### config.mk
export PLATFORM = sky130hd
export DESIGN_NAME = cmci_prefix_ram
export DESIGN_NICKNAME = d
export VERILOG_FILES = /design/src/hdl/cmci_prefix_ram.sv
export SDC_FILE = /design/constraint.sdc
export NUM_CORES = 2
export LEC_CHECK = 0
export BUFFER_PORTS_ARGS = -buffer_cell sky130_fd_sc_hd__buf_2
export CAP_MARGIN = 15
export CORE_ASPECT_RATIO = 1.4
export CORE_UTILIZATION = 63
export CTS_CLUSTER_DIAMETER = 80
export DETAILED_ROUTE_END_ITERATION = 12
export GPL_TIMING_DRIVEN = 1
export PLACE_DENSITY = 0.8
export SLEW_MARGIN = 0
export SYNTH_ARGS = -nofsm -noshare
export SYNTH_HDL_FRONTEND = slang
export SYNTH_SLANG_ARGS = --single-unit
### constraint.sdc
create_clock -name clk -period 4.6 [get_ports clk]
set_input_delay 0.92 -clock clk [delete_from_list [all_inputs] [get_ports clk]]
set_output_delay 0.92 -clock clk [all_outputs]
set_load 0.02 [all_outputs]
### src/hdl/cmci_prefix_ram.sv
// ----------------------------------------------------------------------------
// cmci_prefix_ram
// Prefix sum memory: one write port, two registered read ports.
// ----------------------------------------------------------------------------
`default_nettype none

module cmci_prefix_ram #(
  parameter int AW    = 7,
  parameter int DW    = 23,
  parameter int DEPTH = 65
) (
  input  wire logic          clk,
  input  wire logic          we,
  input  wire logic [AW-1:0] waddr,
  input  wire logic [DW-1:0] wdata,
  input  wire logic [AW-1:0] raddr_a,
  input  wire logic [AW-1:0] raddr_b,
  output logic      [DW-1:0] rdata_a,
  output logic      [DW-1:0] rdata_b
);

  logic [DW-1:0] mem [0:DEPTH-1];

  always_ff @(posedge clk) begin
    if (we) begin
      mem[waddr] <= wdata;
    end
    rdata_a <= mem[raddr_a];
    rdata_b <= mem[raddr_b];
  end

endmodule

`default_nettype wire

==> metrics <==
run status=finished, final reports clean; post-synth top area share=0.635; worst-case reg-to-reg path depth=5; Worst path slowest cell=nor4_1; Psw=6810 uW; Buffers & Inverters on Critical Path=4; Setup Fix Bufs, Post-CTS=0; post-cts sizing count=0; RSZ-0062 raised after global routing=false; post-route setup slack=1110 ps; first-pass GRT wire length=307000 um; crit path launch type=input pin; ys async rst share=0; CTS tree=built; Area growth syn-to-layout=11.5%; Worst-Margin Slew=1340 ps; Post-synth EDFFs=1495; multi-input logic area=23500 sq um; Register Area=45800 sq um; leading cell type in the layout, fill and taps excluded=edfxtp_1; core box area=111000 sq um; Setup TNS=0 ps; max cap viols=0; fmax=286 MHz; Crit Path Max Fanout=77; DP Wirelength=133000 um; combinational fraction of design power=0.080; wirelength, routed=217000 um; Clk pin slew, worst setup/hold paths=70 ps; clk buf depth=3; Avg WL per Cell=36.9 um; Warnings, synthesis=0; share of layout cells above drive strength 1=0.265; most frequent cells in the layout=edfxtp_1 (1495), mux2i_1 (529), mux4_2 (437), buf_4 (206), nor2_1 (185); ys flop type=edfxtp_1; reg2reg start=mem[29][9]; vias in the first global route=44872; Max Transition Viols Final=0; row count=145; WP data required=5300 ps; top cells by area, synth=edfxtp_1 (63%), mux4_2 (14%), mux2i_1 (7.5%), a22oi_1 (1.7%), mux2_2 (1.5%); # fillers=6634; Final Cycle Share=0.760; leak pwr=0.0262 uW; Final setup viols=0; Setup WS pre-CTS=561 ps; H-tree depth=4; initial DRC count=7355; cts hold-fix bufs=0; CP endpoint kind=flip-flop; PortBufs=91; Distinct cells, synth=45; final hold violations=0; synthesized area=70800 sq um; R2R Setup Slk=2240 ps; Num CTS Buffers=143; routed vias=44840; Worst Setup SP=raddr_a[0]; HP Class=in -> reg; Die Wd=285 um; CP endpoint=rdata_a[19]; synthesized area per cell=17.2 sq um; Die Ht=399 um; Clk pwr share=0.403; largest net degree at the start of global routing=78; Final Total Pwr=30200 uW; Starting Density=0.635; DRC=0; RD Place Congestion=0.951; cell depth of the worst setup path=9; GRT Util Overall=0.382; Slew headroom=0.100; clk sinks=1541; sw frac=0.225; Crit path max-delay family=buffers and inverters; VDD IR-drop max=0.377 mV; Area after DPL=73900 sq um; Post-Synthesis Net Count=4155; worst-path cell chain=clkbuf_8 -> buf_12 -> nor2b_4 -> buf_4 -> buf_4 -> a22oi_1 -> a21oi_1 -> nor4_1 -> a31o_1; initial antenna violation count=22; Antenna Violating Nets Remaining=0; nets=4323; Crit Path Category=in -> reg; First-pass DRT Iterations=8; critical path arrival=4200 ps; Worst Clk Skew=24.6 ps; Power Density=383 nW/um^2; num ports=92; post-layout util=0.708; Post-Syn Instances=4109; Congestion Overflow GR=0; FF+latch count, synth=1541; CTS Root Cell=clkbuf_16; Flop pwr share=0.517; register area share after synthesis=0.648; Skew-Pair Late Insertion Delay=790 ps; worst stage delay on the critical path=1090 ps; Yosys top cell by area=edfxtp_1; Vias/cell=7.63; final instance area=78900 sq um; Tmin final=3490 ps; RR Endpoint=rdata_b[9]; area of the die=114000 sq um; most used cell along the critical path=buf_4; Int Pwr=23400 uW
-- routing by layer --
metal	routed length, um	GRT usage
met5	165	0
met4	16000	0.234
met2	103000	0.610
met1	67200	0.463
met3	31000	0.108
-- cell families after synthesis --
logic type / count (synthesis) / synth area share
AND/OR/NAND/NOR: 545 / 0.0377
AO/OA/AOI/OAI: 646 / 0.0621
multiplexers: 1058 / 0.229
buffers and inverters: 319 / 0.0241
flip-flops: 1541 / 0.648
-- final cells by class --
class                           instances  share of cell area
Antenna cell                            8            0.000254
Sequential cell                      1541               0.581
Timing Repair Buffer                  342              0.0367
Multi-Input combinational cell       2249               0.298
Clock buffer                          197              0.0528
Tap cell                             1470              0.0233
Clock inverter                         68             0.00787
-- stage by stage --
stage,hold WS [ps],cells
after floorplan,560,4109
after global placement,655,5586
after detailed placement,671,5587
after CTS,685,5852
after global routing,491,5868
final,494,5875
-- state kept, by name (all words and copies together) (netlist names) --
register,flops
rdata_b,23
rdata_a,23
mem,1495
-- power by group through the flow --
stage          sequential (uW)  clock (uW)  combinational [uW]
2_1_floorplan            15900           0                1360
3_3_place_gp             15900           0                2260
3_5_place_dp             15900           0                2300
4_1_cts                  15600       12200                2320
5_1_grt                  15600       12700                2480
6_report                 15600       12200                2410
-- worst reg2reg max path: cells and delay by family (launching register included) --
family / cells / cell delay [ps]
multiplexers: 1 / 520
AO/OA/AOI/OAI: 3 / 1090
flip-flops: 1 / 430
AND/OR/NAND/NOR: 1 / 90
-- how the worst min path moves through the flow --
stage,start,to,slack [ps],cells after the start
final,wdata[17],mem[40][17],490,1
after global routing,wdata[17],mem[44][17],490,1
after CTS,mem[64][2],rdata_b[2],680,2
after detailed placement,mem[64][21],rdata_b[21],670,2
after global placement,mem[64][21],rdata_b[21],650,2
after floorplan,mem[64][22],rdata_b[22],560,2
-- cell usage after synthesis (2+ instances only) --
| library cell | number |
|---|---|
| buf_1 | 6 |
| buf_4 | 20 |
| nor3_1 | 26 |
| a22oi_1 | 160 |
| a21oi_1 | 92 |
| buf_8 | 2 |
| and2_1 | 2 |
| buf_12 | 2 |
| nor4_1 | 45 |
| nor2b_1 | 79 |
| or2_2 | 2 |
| nand3b_1 | 5 |
| mux2_2 | 92 |
| a211oi_1 | 91 |
| nand2_1 | 37 |
| clkbuf_1 | 140 |
| and4b_1 | 2 |
| edfxtp_1 | 1495 |
| o21ai_0 | 71 |
| nand2b_1 | 29 |
| nand4_1 | 25 |
| a2111oi_0 | 21 |
| nand4b_1 | 4 |
| a221oi_1 | 46 |
| buf_2 | 119 |
| nor2_1 | 251 |
| nand4bb_1 | 3 |
| mux2i_1 | 529 |
| mux4_2 | 437 |
| or4b_2 | 2 |
| nand3_1 | 30 |
| dfxtp_1 | 46 |
| a31o_1 | 22 |
| buf_6 | 30 |
| o22ai_1 | 136 |
No activity file was read; power rests on OpenSTA's default activity.
