`config.mk`:
```
export PLATFORM = sky130hd
export DESIGN_NAME = cmci_interval_pipe
export DESIGN_NICKNAME = d
export VERILOG_FILES = /design/src/hdl/cmci_pkg.sv /design/src/hdl/cmci_interval_pipe.sv
export SDC_FILE = /design/constraint.sdc
export NUM_CORES = 1
export LEC_CHECK = 0
export BUFFER_PORTS_ARGS = -buffer_cell sky130_fd_sc_hd__buf_2
export CAP_MARGIN = 20
export CORE_MARGIN = 1
export CORE_UTILIZATION = 45
export DETAILED_ROUTE_END_ITERATION = 10
export GPL_TIMING_DRIVEN = 0
export PLACE_DENSITY = 0.73
export SYNTH_ARGS = -nofsm -noshare
export SYNTH_HDL_FRONTEND = slang
export SYNTH_SLANG_ARGS = --single-unit
export TNS_END_PERCENT = 1
```
`constraint.sdc`:
```
create_clock -name clk -period 11.15 [get_ports clk]
set_input_delay 0.5575 -clock clk [delete_from_list [all_inputs] [get_ports clk]]
set_output_delay 0.5575 -clock clk [all_outputs]
set_load 0.01 [all_outputs]
```
`src/hdl/cmci_pkg.sv`:
```
// ----------------------------------------------------------------------------
// cmci_pkg
// Shared types and constants of the circular merge cost interval DP core.
// ----------------------------------------------------------------------------
`default_nettype none

package cmci_pkg;

  localparam int DEF_MAX_PILES   = 64;
  localparam int DEF_WEIGHT_BITS = 16;
  localparam int IN_WEIGHT_W     = 16;
  localparam int COST_W          = 32;
  localparam int ACC_W           = COST_W + 1;

  typedef struct packed {
    logic [IN_WEIGHT_W-1:0] weight;
    logic                   last;
  } in_req_t;

  typedef struct packed {
    logic [COST_W-1:0] min_cost;
    logic [COST_W-1:0] max_cost;
  } out_req_t;

  // One entry of the interval cost table.
  typedef struct packed {
    logic [COST_W-1:0] min_cost;
    logic [COST_W-1:0] max_cost;
  } cost_pair_t;

  // Control that travels with one split-point read.
  typedef struct packed {
    logic valid;
    logic first;   // first split point: left part is a single pile
    logic last_k;  // last split point: right part is a single pile
    logic zero_l;  // left prefix is entry zero
    logic wrap_l;  // left prefix lies in the second copy of the circle
    logic wrap_r;  // right prefix lies in the second copy of the circle
  } issue_ctl_t;

  typedef enum logic [2:0] {
    ST_LOAD,
    ST_ISSUE,
    ST_DRAIN,
    ST_SWEEP,
    ST_SWEEP_END,
    ST_OUT
  } state_t;

endpackage

`default_nettype wire

```
`src/hdl/cmci_interval_pipe.sv`:
```
// ----------------------------------------------------------------------------
// cmci_interval_pipe
// Split-point pipeline: sum the two part costs, fold min and max over the
// split points, add the interval weight and write the saturated result back.
// ----------------------------------------------------------------------------
`default_nettype none

module cmci_interval_pipe
  import cmci_pkg::*;
#(
  parameter int LW = 7,
  parameter int PW = 23
) (
  input  wire logic         clk,
  input  wire logic         rst_n,
  input  wire issue_ctl_t   iss_ctl,
  input  wire logic [LW-1:0] iss_l,
  input  wire logic [LW-1:0] iss_r,
  input  wire cost_pair_t   rd_a,
  input  wire cost_pair_t   rd_b,
  input  wire logic [PW-1:0] pre_l,
  input  wire logic [PW-1:0] pre_r,
  input  wire logic [PW-1:0] total,
  output logic              busy,
  output logic              wr_en,
  output logic [2*LW-1:0]   wr_addr,
  output cost_pair_t        wr_data
);

  localparam int TOT_W = ((ACC_W > PW) ? ACC_W : PW) + 1;

  // Stage 1: aligned with memory read data
  issue_ctl_t    p1_ctl_r;
  logic [LW-1:0] p1_l_r, p1_r_r;

  // Stage 2: part sums and interval weight
  logic             p2_v_r, p2_first_r, p2_last_r;
  logic [LW-1:0]    p2_l_r, p2_r_r;
  logic [ACC_W-1:0] p2_smin_r, p2_smax_r;
  logic [PW-1:0]    p2_span_r;

  // Stage 3: running min and max over split points
  logic             p3_v_r, p3_last_r;
  logic [LW-1:0]    p3_l_r, p3_r_r;
  logic [ACC_W-1:0] acc_min_r, acc_max_r;
  logic [PW-1:0]    p3_span_r;

  logic [COST_W-1:0] a_min, a_max, b_min, b_max;
  logic [ACC_W-1:0]  smin, smax, acc_min_nxt, acc_max_nxt;
  logic [PW-1:0]     pl_val;
  logic [PW:0]       ext_l, ext_r;
  logic [PW-1:0]     span;
  logic [TOT_W-1:0]  tot_min, tot_max;

  // Diagonal entries (single piles) cost nothing; skip the table for them.
  always_comb begin
    a_min  = p1_ctl_r.first  ? '0 : rd_a.min_cost;
    a_max  = p1_ctl_r.first  ? '0 : rd_a.max_cost;
    b_min  = p1_ctl_r.last_k ? '0 : rd_b.min_cost;
    b_max  = p1_ctl_r.last_k ? '0 : rd_b.max_cost;
    smin   = ACC_W'(a_min) + ACC_W'(b_min);
    smax   = ACC_W'(a_max) + ACC_W'(b_max);
    pl_val = p1_ctl_r.zero_l ? '0 : pre_l;
    ext_l  = (PW+1)'(pl_val) + (p1_ctl_r.wrap_l ? (PW+1)'(total) : '0);
    ext_r  = (PW+1)'(pre_r)  + (p1_ctl_r.wrap_r ? (PW+1)'(total) : '0);
    span   = PW'(ext_r - ext_l);
  end

  always_comb begin
    if (p2_first_r) begin
      acc_min_nxt = p2_smin_r;
      acc_max_nxt = p2_smax_r;
    end else begin
      acc_min_nxt = (p2_smin_r < acc_min_r) ? p2_smin_r : acc_min_r;
      acc_max_nxt = (p2_smax_r > acc_max_r) ? p2_smax_r : acc_max_r;
    end
  end

  // Saturate at the top of the cost range.
  always_comb begin
    tot_min = TOT_W'(acc_min_r) + TOT_W'(p3_span_r);
    tot_max = TOT_W'(acc_max_r) + TOT_W'(p3_span_r);
    wr_data.min_cost = (tot_min > TOT_W'({COST_W{1'b1}})) ? '1 : COST_W'(tot_min);
    wr_data.max_cost = (tot_max > TOT_W'({COST_W{1'b1}})) ? '1 : COST_W'(tot_max);
    wr_en   = p3_v_r & p3_last_r;
    wr_addr = {p3_l_r, p3_r_r};
    busy    = p1_ctl_r.valid | p2_v_r | p3_v_r;
  end

  always_ff @(posedge clk) begin
    if (!rst_n) begin
      p1_ctl_r <= '0;
      p2_v_r   <= 1'b0;
      p3_v_r   <= 1'b0;
    end else begin
      p1_ctl_r <= iss_ctl;
      p2_v_r   <= p1_ctl_r.valid;
      p3_v_r   <= p2_v_r;
    end
  end

  always_ff @(posedge clk) begin
    p1_l_r     <= iss_l;
    p1_r_r     <= iss_r;
    p2_first_r <= p1_ctl_r.first;
    p2_last_r  <= p1_ctl_r.last_k;
    p2_l_r     <= p1_l_r;
    p2_r_r     <= p1_r_r;
    p2_smin_r  <= smin;
    p2_smax_r  <= smax;
    p2_span_r  <= span;
    p3_last_r  <= p2_last_r;
    p3_l_r     <= p2_l_r;
    p3_r_r     <= p2_r_r;
    p3_span_r  <= p2_span_r;
    if (p2_v_r) begin
      acc_min_r <= acc_min_nxt;
      acc_max_r <= acc_max_nxt;
    end
  end

endmodule

`default_nettype wire
```
==> results of run 1 <==
[cell type report]
type | instances | share of cell area
multi-input cells | 1344 | 0.5341
well taps | 455 | 0.03000
plain buffers | 32 | 0.007054
repair buffers | 299 | 0.07964
diodes | 1 | 0.0001318
flip-flops and latches | 231 | 0.2785
inverters | 140 | 0.02769
clock buffers | 33 | 0.03725
clock inverters | 13 | 0.005669
[metal layers]
metal / part of all wire / vias up / track usage
li1: - / 6683 / -
met1: 0.43 / 6010 / 0.2601
met2: 0.47 / 350 / 0.3704
met3: 0.063 / 75 / 0.04406
met4: 0.031 / 8 / 0.07323
met5: 0.0011 / - / 0
[worst max-delay path by stage]
stage | to | slack (ps) | depth (start not counted) | start
after floorplan | p2_span_r[22]$_DFF_P_ | 6820 | 17 | p1_ctl_r[1]$_SDFF_PN0_
after global placement | p2_span_r[22]$_DFF_P_ | 5910 | 17 | p1_ctl_r[1]$_SDFF_PN0_
after detailed placement | p2_span_r[22]$_DFF_P_ | 5900 | 17 | p1_ctl_r[1]$_SDFF_PN0_
after CTS | p2_span_r[22]$_DFF_P_ | 5870 | 17 | p1_ctl_r[1]$_SDFF_PN0_
after global routing | p2_span_r[22]$_DFF_P_ | 5440 | 17 | p1_ctl_r[1]$_SDFF_PN0_
final | p2_span_r[22]$_DFF_P_ | 5820 | 17 | p1_ctl_r[1]$_SDFF_PN0_
[logic make-up (layout without fill, tap and decap cells)]
kind of cell,Yosys count,after routing
compound gates,402,402
simple gates,575,575
other cells,0,1
xor+xnor,120,120
fa+ha+maj,246,246
buf+inv,172,517
mux,1,1
flops,231,231
[cell usage in the layout (no fill, tap or decap), drive strengths merged, types with 4 or more instances in the layout]
master	count
a2111oi	4
a211oi	12
a21o	87
a21oi	114
a221oi	4
a311oi	4
a31o	5
a31oi	6
and2	40
and3	14
buf	305
clkbuf	59
clkinv	7
dfxtp	165
edfxtp	66
fa	48
ha	198
inv	144
nand2	147
nand2b	35
nand3	25
nand4	19
nor2	94
nor2b	156
nor3	17
nor4	6
o211ai	11
o21a	33
o21ai	77
o21bai	13
o31a	4
o31ai	6
or2	4
or3	5
xnor2	86
xor2	34
[stage by stage]
stage | area (um2) | util | hold slack, ps | worst slack, ps | power (W)
6_report | 18980 | 0.5454 | 122.6 | 5818 | 0.003682
5_1_grt | 18980 | 0.5453 | 93.69 | 5442 | 0.003953
4_1_cts | 18980 | 0.5453 | 82.74 | 5874 | 0.003706
3_5_place_dp | 18160 | 0.5219 | 312.1 | 5896 | 0.002872
3_3_place_gp | 18120 | 0.5207 | 310.6 | 5914 | 0.002825
2_1_floorplan | 16060 | - | 309.6 | 6817 | 0.002353
[power groups by stage]
stage / clock network [W] / registers, W / logic (W)
after CTS: 0.000839 / 0.00117 / 0.00170
final: 0.000815 / 0.00116 / 0.00170
after detailed placement: 0 / 0.00119 / 0.00169
after global placement: 0 / 0.00118 / 0.00164
after global routing: 0.000872 / 0.00118 / 0.00190
after floorplan: 0 / 0.00112 / 0.00123
[sequential cells by signal, summed over array words and instances, names as in the netlist, 23 cells and up]
signal,count
acc_max_r,33
p3_span_r,23
p2_span_r,23
p2_smax_r,33
acc_min_r,33
p2_smin_r,33
[critical path, delay by kind of cell (launching register included)]
| kind | cells | cell delay [ps] |
|---|---|---|
| XOR/XNOR | 1 | 230 |
| AO/OA/AOI/OAI | 7 | 2230 |
| flip-flops | 1 | 450 |
| buffers and inverters | 3 | 550 |
| AND/OR/NAND/NOR | 3 | 410 |
| adder cells (fa/ha/maj) | 3 | 1390 |
==> run_results.csv, run 1 <==
group,metric,value,unit
hold_path,hold_path_depth,1,
synthesis,synth_xor_area_frac,0.06545,
grt,grt_pass1_vias,12930,
detailed_routing,routedWlPerCell,15.50,um
synthesis,synth-edff-count,66,
outcome,status,"finished clean",
hold_path,hold_path_class,"input port to flop",
synthesis,synth.area.top_cells,"dfxtp_1, ha_1, edfxtp_1, nor2b_1, fa_1",
synthesis,netlist-cell-type-count,65,
pwr,power_switching,0.001415,W
floorplan,coreArea,0.03480,mm2
synthesis,synthMuxAreaShare,0.001402,
floorplan,io_pins,299,
synthesis,yosys_warnings,0,
synthesis,yosys.area.top_type,"dfxtp_1",
grt,track_usage,0.2133,
floorplan,die_x,190.9,um
timing,slew-limit-headroom,0.3264,
cts,cts_tree,"yes",
layout,stdcell_count,2548,
setup_path,crit_path_end_kind,"flop",
layout,fillers,3162,
cts,clockRootBuffer,"clkbuf_16",
cts,cts-buffers-inserted,25,
setup_path,worstPathMaxFanout,10,
placed_design,gp_congestion,0.9143,
setup_path,slowest_delay,690,ps
cts,post_cts_buffers,0,
cts,clk_pin_slew,60,ps
placed_design,hpwlAfterDp,32910,um
timing,setup_viol,0,
layout,layout.nets,2538,
detailed_routing,first_iter_violations,466,
run,drv_cap,0,
timing,fin_setup_tns,0,ps
timing,fin_crit,5332,ps
setup_path,r2r_cells,17,
cts,clk_latency,540,ps
placed_design,place_inst,2501,
floorplan,num_rows,68,
timing,tightestPinTransition,997.4,ps
synthesis,synthTopCellsByCount,"ha_1, dfxtp_1, nor2b_1, nand2_1, inv_1",
timing,hold_violations,0,
cts,cts.path.max_buffers,3,
setup_path,timing.rr.end,"p2_span_r[22]$_DFF_P_",
pwr,peakVddDrop,0.1355,mV
synthesis,synth_compound_area_frac,0.1639,
synthesis,syn_avg_cell_area,9.192,um2
setup_path,cp_cell_sequence,"clkbuf_1, nand2_1, fa_1, inv_1, fa_1, inv_1, ha_1, nor2b_1, o21ai_0, a21boi_1, o21ai_0, a221oi_1, o41ai_1, nor3_1, a2111oi_0, a21oi_1, xnor2_1",
detailed_routing,detail-route-antenna-nets,0,
synthesis,synth_flop_cell,"dfxtp_1",
setup_path,arrival,5780,ps
setup_path,start_kind,"flop",
synthesis,syn_inst,1747,
cts,h-tree-depth,1,
detailed_routing,dr.pass1.iters,5,
timing,max_freq,187.5,MHz
synthesis,ys_seq_area_frac,0.3291,
timing,finClkSkew,15.40,ps
setup_path,crit_type,"flop to flop",
layout,drive_gt1_frac,0.1740,
detailed_routing,route.detailed.drc,0,
layout,multi_input_area,0.01014,mm2
synthesis,synthAdderAreaFrac,0.2141,
synthesis,syn_area,0.01606,mm2
floorplan,die_h,190.9,um
pwr,p_comb_frac,0.463,
hold_path,min_from,"iss_l[1]",
setup_path,rr_startpoint,"p1_ctl_r[1]$_SDFF_PN0_",
floorplan,initial_core_util,0.4615,
pwr,sequentialPowerShare,0.316,
detailed_routing,wirelength,39510,um
synthesis,mappedNetlistNets,2212,
pwr,p_per_area,194.0,mW/mm2
pwr,pwr-share-clk,0.221,
timing,drv_slew,0,
synthesis,yosysMostFrequentCell,"ha_1",
grt,grt_pass1_wl,61700,um
synthesis,synth_top_area_share,0.2057,
timing,grt_setup_unrepaired,"false",
layout,areaGrowthSynthToFinish,18.18,%
cts,clock_sinks,231,
pwr,swShare,0.3843,
cts,cts_hold_buf,0,
setup_path,required,11590,ps
grt,antenna_found_initial,6,
grt,gr-total-overflow,0,
synthesis,yosys_register_bits,231,
synthesis,synthArstFlopShare,0,
detailed_routing,vias,13130,
synthesis,synth_top_family_by_area,"adder cells",
floorplan,die-area,0.03645,mm2
detailed_routing,vias_per_cell,5.151,
synthesis,synthSimpleGateAreaFrac,0.1850,
cts,cts_resized,0,
grt,grt_max_degree,34,
hold_path,min_to,"p1_l_r[1]$_DFF_P_",
pwr,power.leakage,9.072,nW
setup_path,cp_slowest_cell,"a2111oi_0",
layout,seqCellArea,0.005285,mm2
setup_path,reg2reg_slack,5820,ps
placed_design,io_buffers,298,
pwr,p_int,0.002267,W
timing,finalCritPeriodShare,0.4782,
No activity file was read; power rests on OpenSTA's default activity.
==> run 2, diff against run 1 <==
clock period = 5.25 ns   (was 11.15 ns; I/O delays follow)
==> run 2 against run 1 <==
Via count increased by 0.29%. Final area increased by 1.1%. Critical path depth unchanged. Critical path type unchanged. Largest cell class unchanged.
==> run_results.csv, run 2 (synthesis gave the netlist of run 1 again) <==
group,metric,value,unit
outcome,status,"finished clean",
setup_path,rr_startpoint,"p1_ctl_r[1]$_SDFF_PN0_",
timing,finalCritPeriodShare,0.9260,
setup_path,crit_type,"flop to flop",
hold_path,min_to,"p2_v_r$_SDFF_PN0_",
pwr,power.leakage,9.163,nW
placed_design,gp_congestion,0.9143,
layout,final_core_util,0.5515,
timing,finClkSkew,16.32,ps
detailed_routing,routedWlPerCell,15.47,um
grt,grt_max_degree,34,
setup_path,start_kind,"flop",
detailed_routing,wirelength_met1,17240,um
setup_path,worstPathMaxFanout,10,
timing,fin_crit,4862,ps
cts,clk_pin_slew,60,ps
timing,fin_setup_tns,0,ps
timing,setup_viol,0,
detailed_routing,route.detailed.drc,0,
cts,clk_latency,540,ps
setup_path,required,5660,ps
timing,max_freq,205.7,MHz
layout,layout_common_cells,"buf_2, ha_1, dfxtp_1, nor2b_1, nand2_1",
grt,grt_pass1_vias,13040,
floorplan,die_h,190.9,um
floorplan,initial_core_util,0.4615,
cts,cts-buffers-inserted,25,
setup_path,r2r_cells,17,
detailed_routing,top_layer,"met5",
cts,clock_sinks,231,
floorplan,num_rows,68,
timing,slew-limit-headroom,0.2954,
timing,hold_violations,0,
timing,tightestPinTransition,1043,ps
setup_path,arrival,5270,ps
layout,drive_gt1_frac,0.1733,
pwr,p_per_area,408.4,mW/mm2
pwr,peakVddDrop,0.2866,mV
hold_path,min_from,"rst_n",
detailed_routing,detail-route-antenna-nets,0,
timing,drv_slew,0,
detailed_routing,vias,13160,
floorplan,die-area,0.03645,mm2
grt,grt_pass1_wl,62040,um
detailed_routing,dr.pass1.iters,5,
detailed_routing,vias_per_cell,5.124,
setup_path,timing.rr.end,"p2_span_r[22]$_DFF_P_",
grt,antenna_found_initial,6,
cts,cts_tree,"yes",
detailed_routing,first_iter_violations,468,
setup_path,crit_path_end_kind,"flop",
hold_path,hold_path_depth,2,
placed_design,hpwlAfterDp,32910,um
grt,gr-total-overflow,0,
run,drv_cap,0,
layout,stdcell_count,2569,
setup_path,reg2reg_slack,390,ps
placed_design,io_buffers,298,
cts,clockRootBuffer,"clkbuf_16",
cts,h-tree-depth,1,
detailed_routing,wl_met2,18760,um
layout,layout.nets,2558,
cts,cts.path.max_buffers,3,
floorplan,die_x,190.9,um
floorplan,io_pins,299,
grt,track_usage,0.2143,
layout,final_common_cell,"buf_2",
layout,areaGrowthSynthToFinish,19.51,%
detailed_routing,met3WireLength,2454,um
detailed_routing,wirelength,39740,um
floorplan,coreArea,0.03480,mm2
placed_design,place_inst,2501,
timing,grt_setup_unrepaired,"false",
layout,fillers,3139,
hold_path,hold_path_class,"input port to flop",
-- run 2: worst max-delay path, stage by stage, from the launching register on --
cell	delay, ps
dfxtp_1	450
clkbuf_1	390
nand2_1	140
fa_1	550
fa_1	420
ha_1	230
inv_1	90
fa_1	210
nor2b_1	60
o21ai_0	220
a21boi_1	150
o21ai_0	310
a221oi_1	170
o41ai_2	370
nor3_1	110
a2111oi_1	560
a21oi_1	160
xnor2_1	170
-- run 2: area by class of cell --
cell class | instances | area, um2 | share of cell area
Multi-Input combinational cell | 1344 | 10150 | 0.5287
Sequential cell | 231 | 5285 | 0.2754
Timing Repair Buffer | 319 | 1712 | 0.08918
Clock buffer | 33 | 706.9 | 0.03683
Tap cell | 455 | 569.3 | 0.02966
Inverter | 140 | 525.5 | 0.02738
Buffer | 32 | 135.1 | 0.007041
Clock inverter | 13 | 107.6 | 0.005607
Antenna cell | 2 | 5.005 | 0.0002608
-- run 2: how the worst max path moves through the flow --
| stage | to | startpoint | slack (ps) | depth (start not counted) |
|---|---|---|---|---|
| 5_1_grt | p2_span_r[22]$_DFF_P_ | p1_ctl_r[1]$_SDFF_PN0_ | 80 | 17 |
| 4_1_cts | p2_span_r[22]$_DFF_P_ | p1_ctl_r[1]$_SDFF_PN0_ | 90 | 17 |
| 2_1_floorplan | p2_span_r[22]$_DFF_P_ | p1_ctl_r[1]$_SDFF_PN0_ | 920 | 17 |
| 3_3_place_gp | p2_span_r[22]$_DFF_P_ | p1_ctl_r[1]$_SDFF_PN0_ | 10 | 17 |
| 3_5_place_dp | p2_span_r[22]$_DFF_P_ | p1_ctl_r[1]$_SDFF_PN0_ | -4 | 17 |
| 6_report | p2_span_r[22]$_DFF_P_ | p1_ctl_r[1]$_SDFF_PN0_ | 390 | 17 |
-- run 2: timing repair --
item                                    in CTS  in global routing
buffers inserted                             0                  0
hold endpoints to repair                    20                  0
hold buffers                                20                  0
endpoints found under the setup margin       1                  2
gates resized for setup                      1                  3
-- run 2: stage by stage --
stage	cell area, um2	total power, W	setup slack [ps]	hold slack [ps]
after global placement	18120	0.005999	13.84	310.6
after floorplan	16060	0.004997	916.6	290.2
final	19190	0.007838	388.3	50.39
after CTS	19180	0.007884	86.34	31.38
after detailed placement	18160	0.006100	-4.434	312.1
after global routing	19190	0.008413	75.70	37.42
-- run 2: power by group --
part	switching (W)	internal, W	total [W]	leakage, nW
combinational	0.00204	0.00159	0.00364	6.77
clock	0.000731	0.00100	0.00174	0.404
sequential	0.000238	0.00223	0.00247	1.99
-- run 2: per-layer routing --
metal / GRT usage / vias to the layer above
li1: - / 6728
met1: 0.2608 / 6000
met2: 0.3736 / 350
met3: 0.04369 / 78
met4: 0.07323 / 8
met5: 0 / -
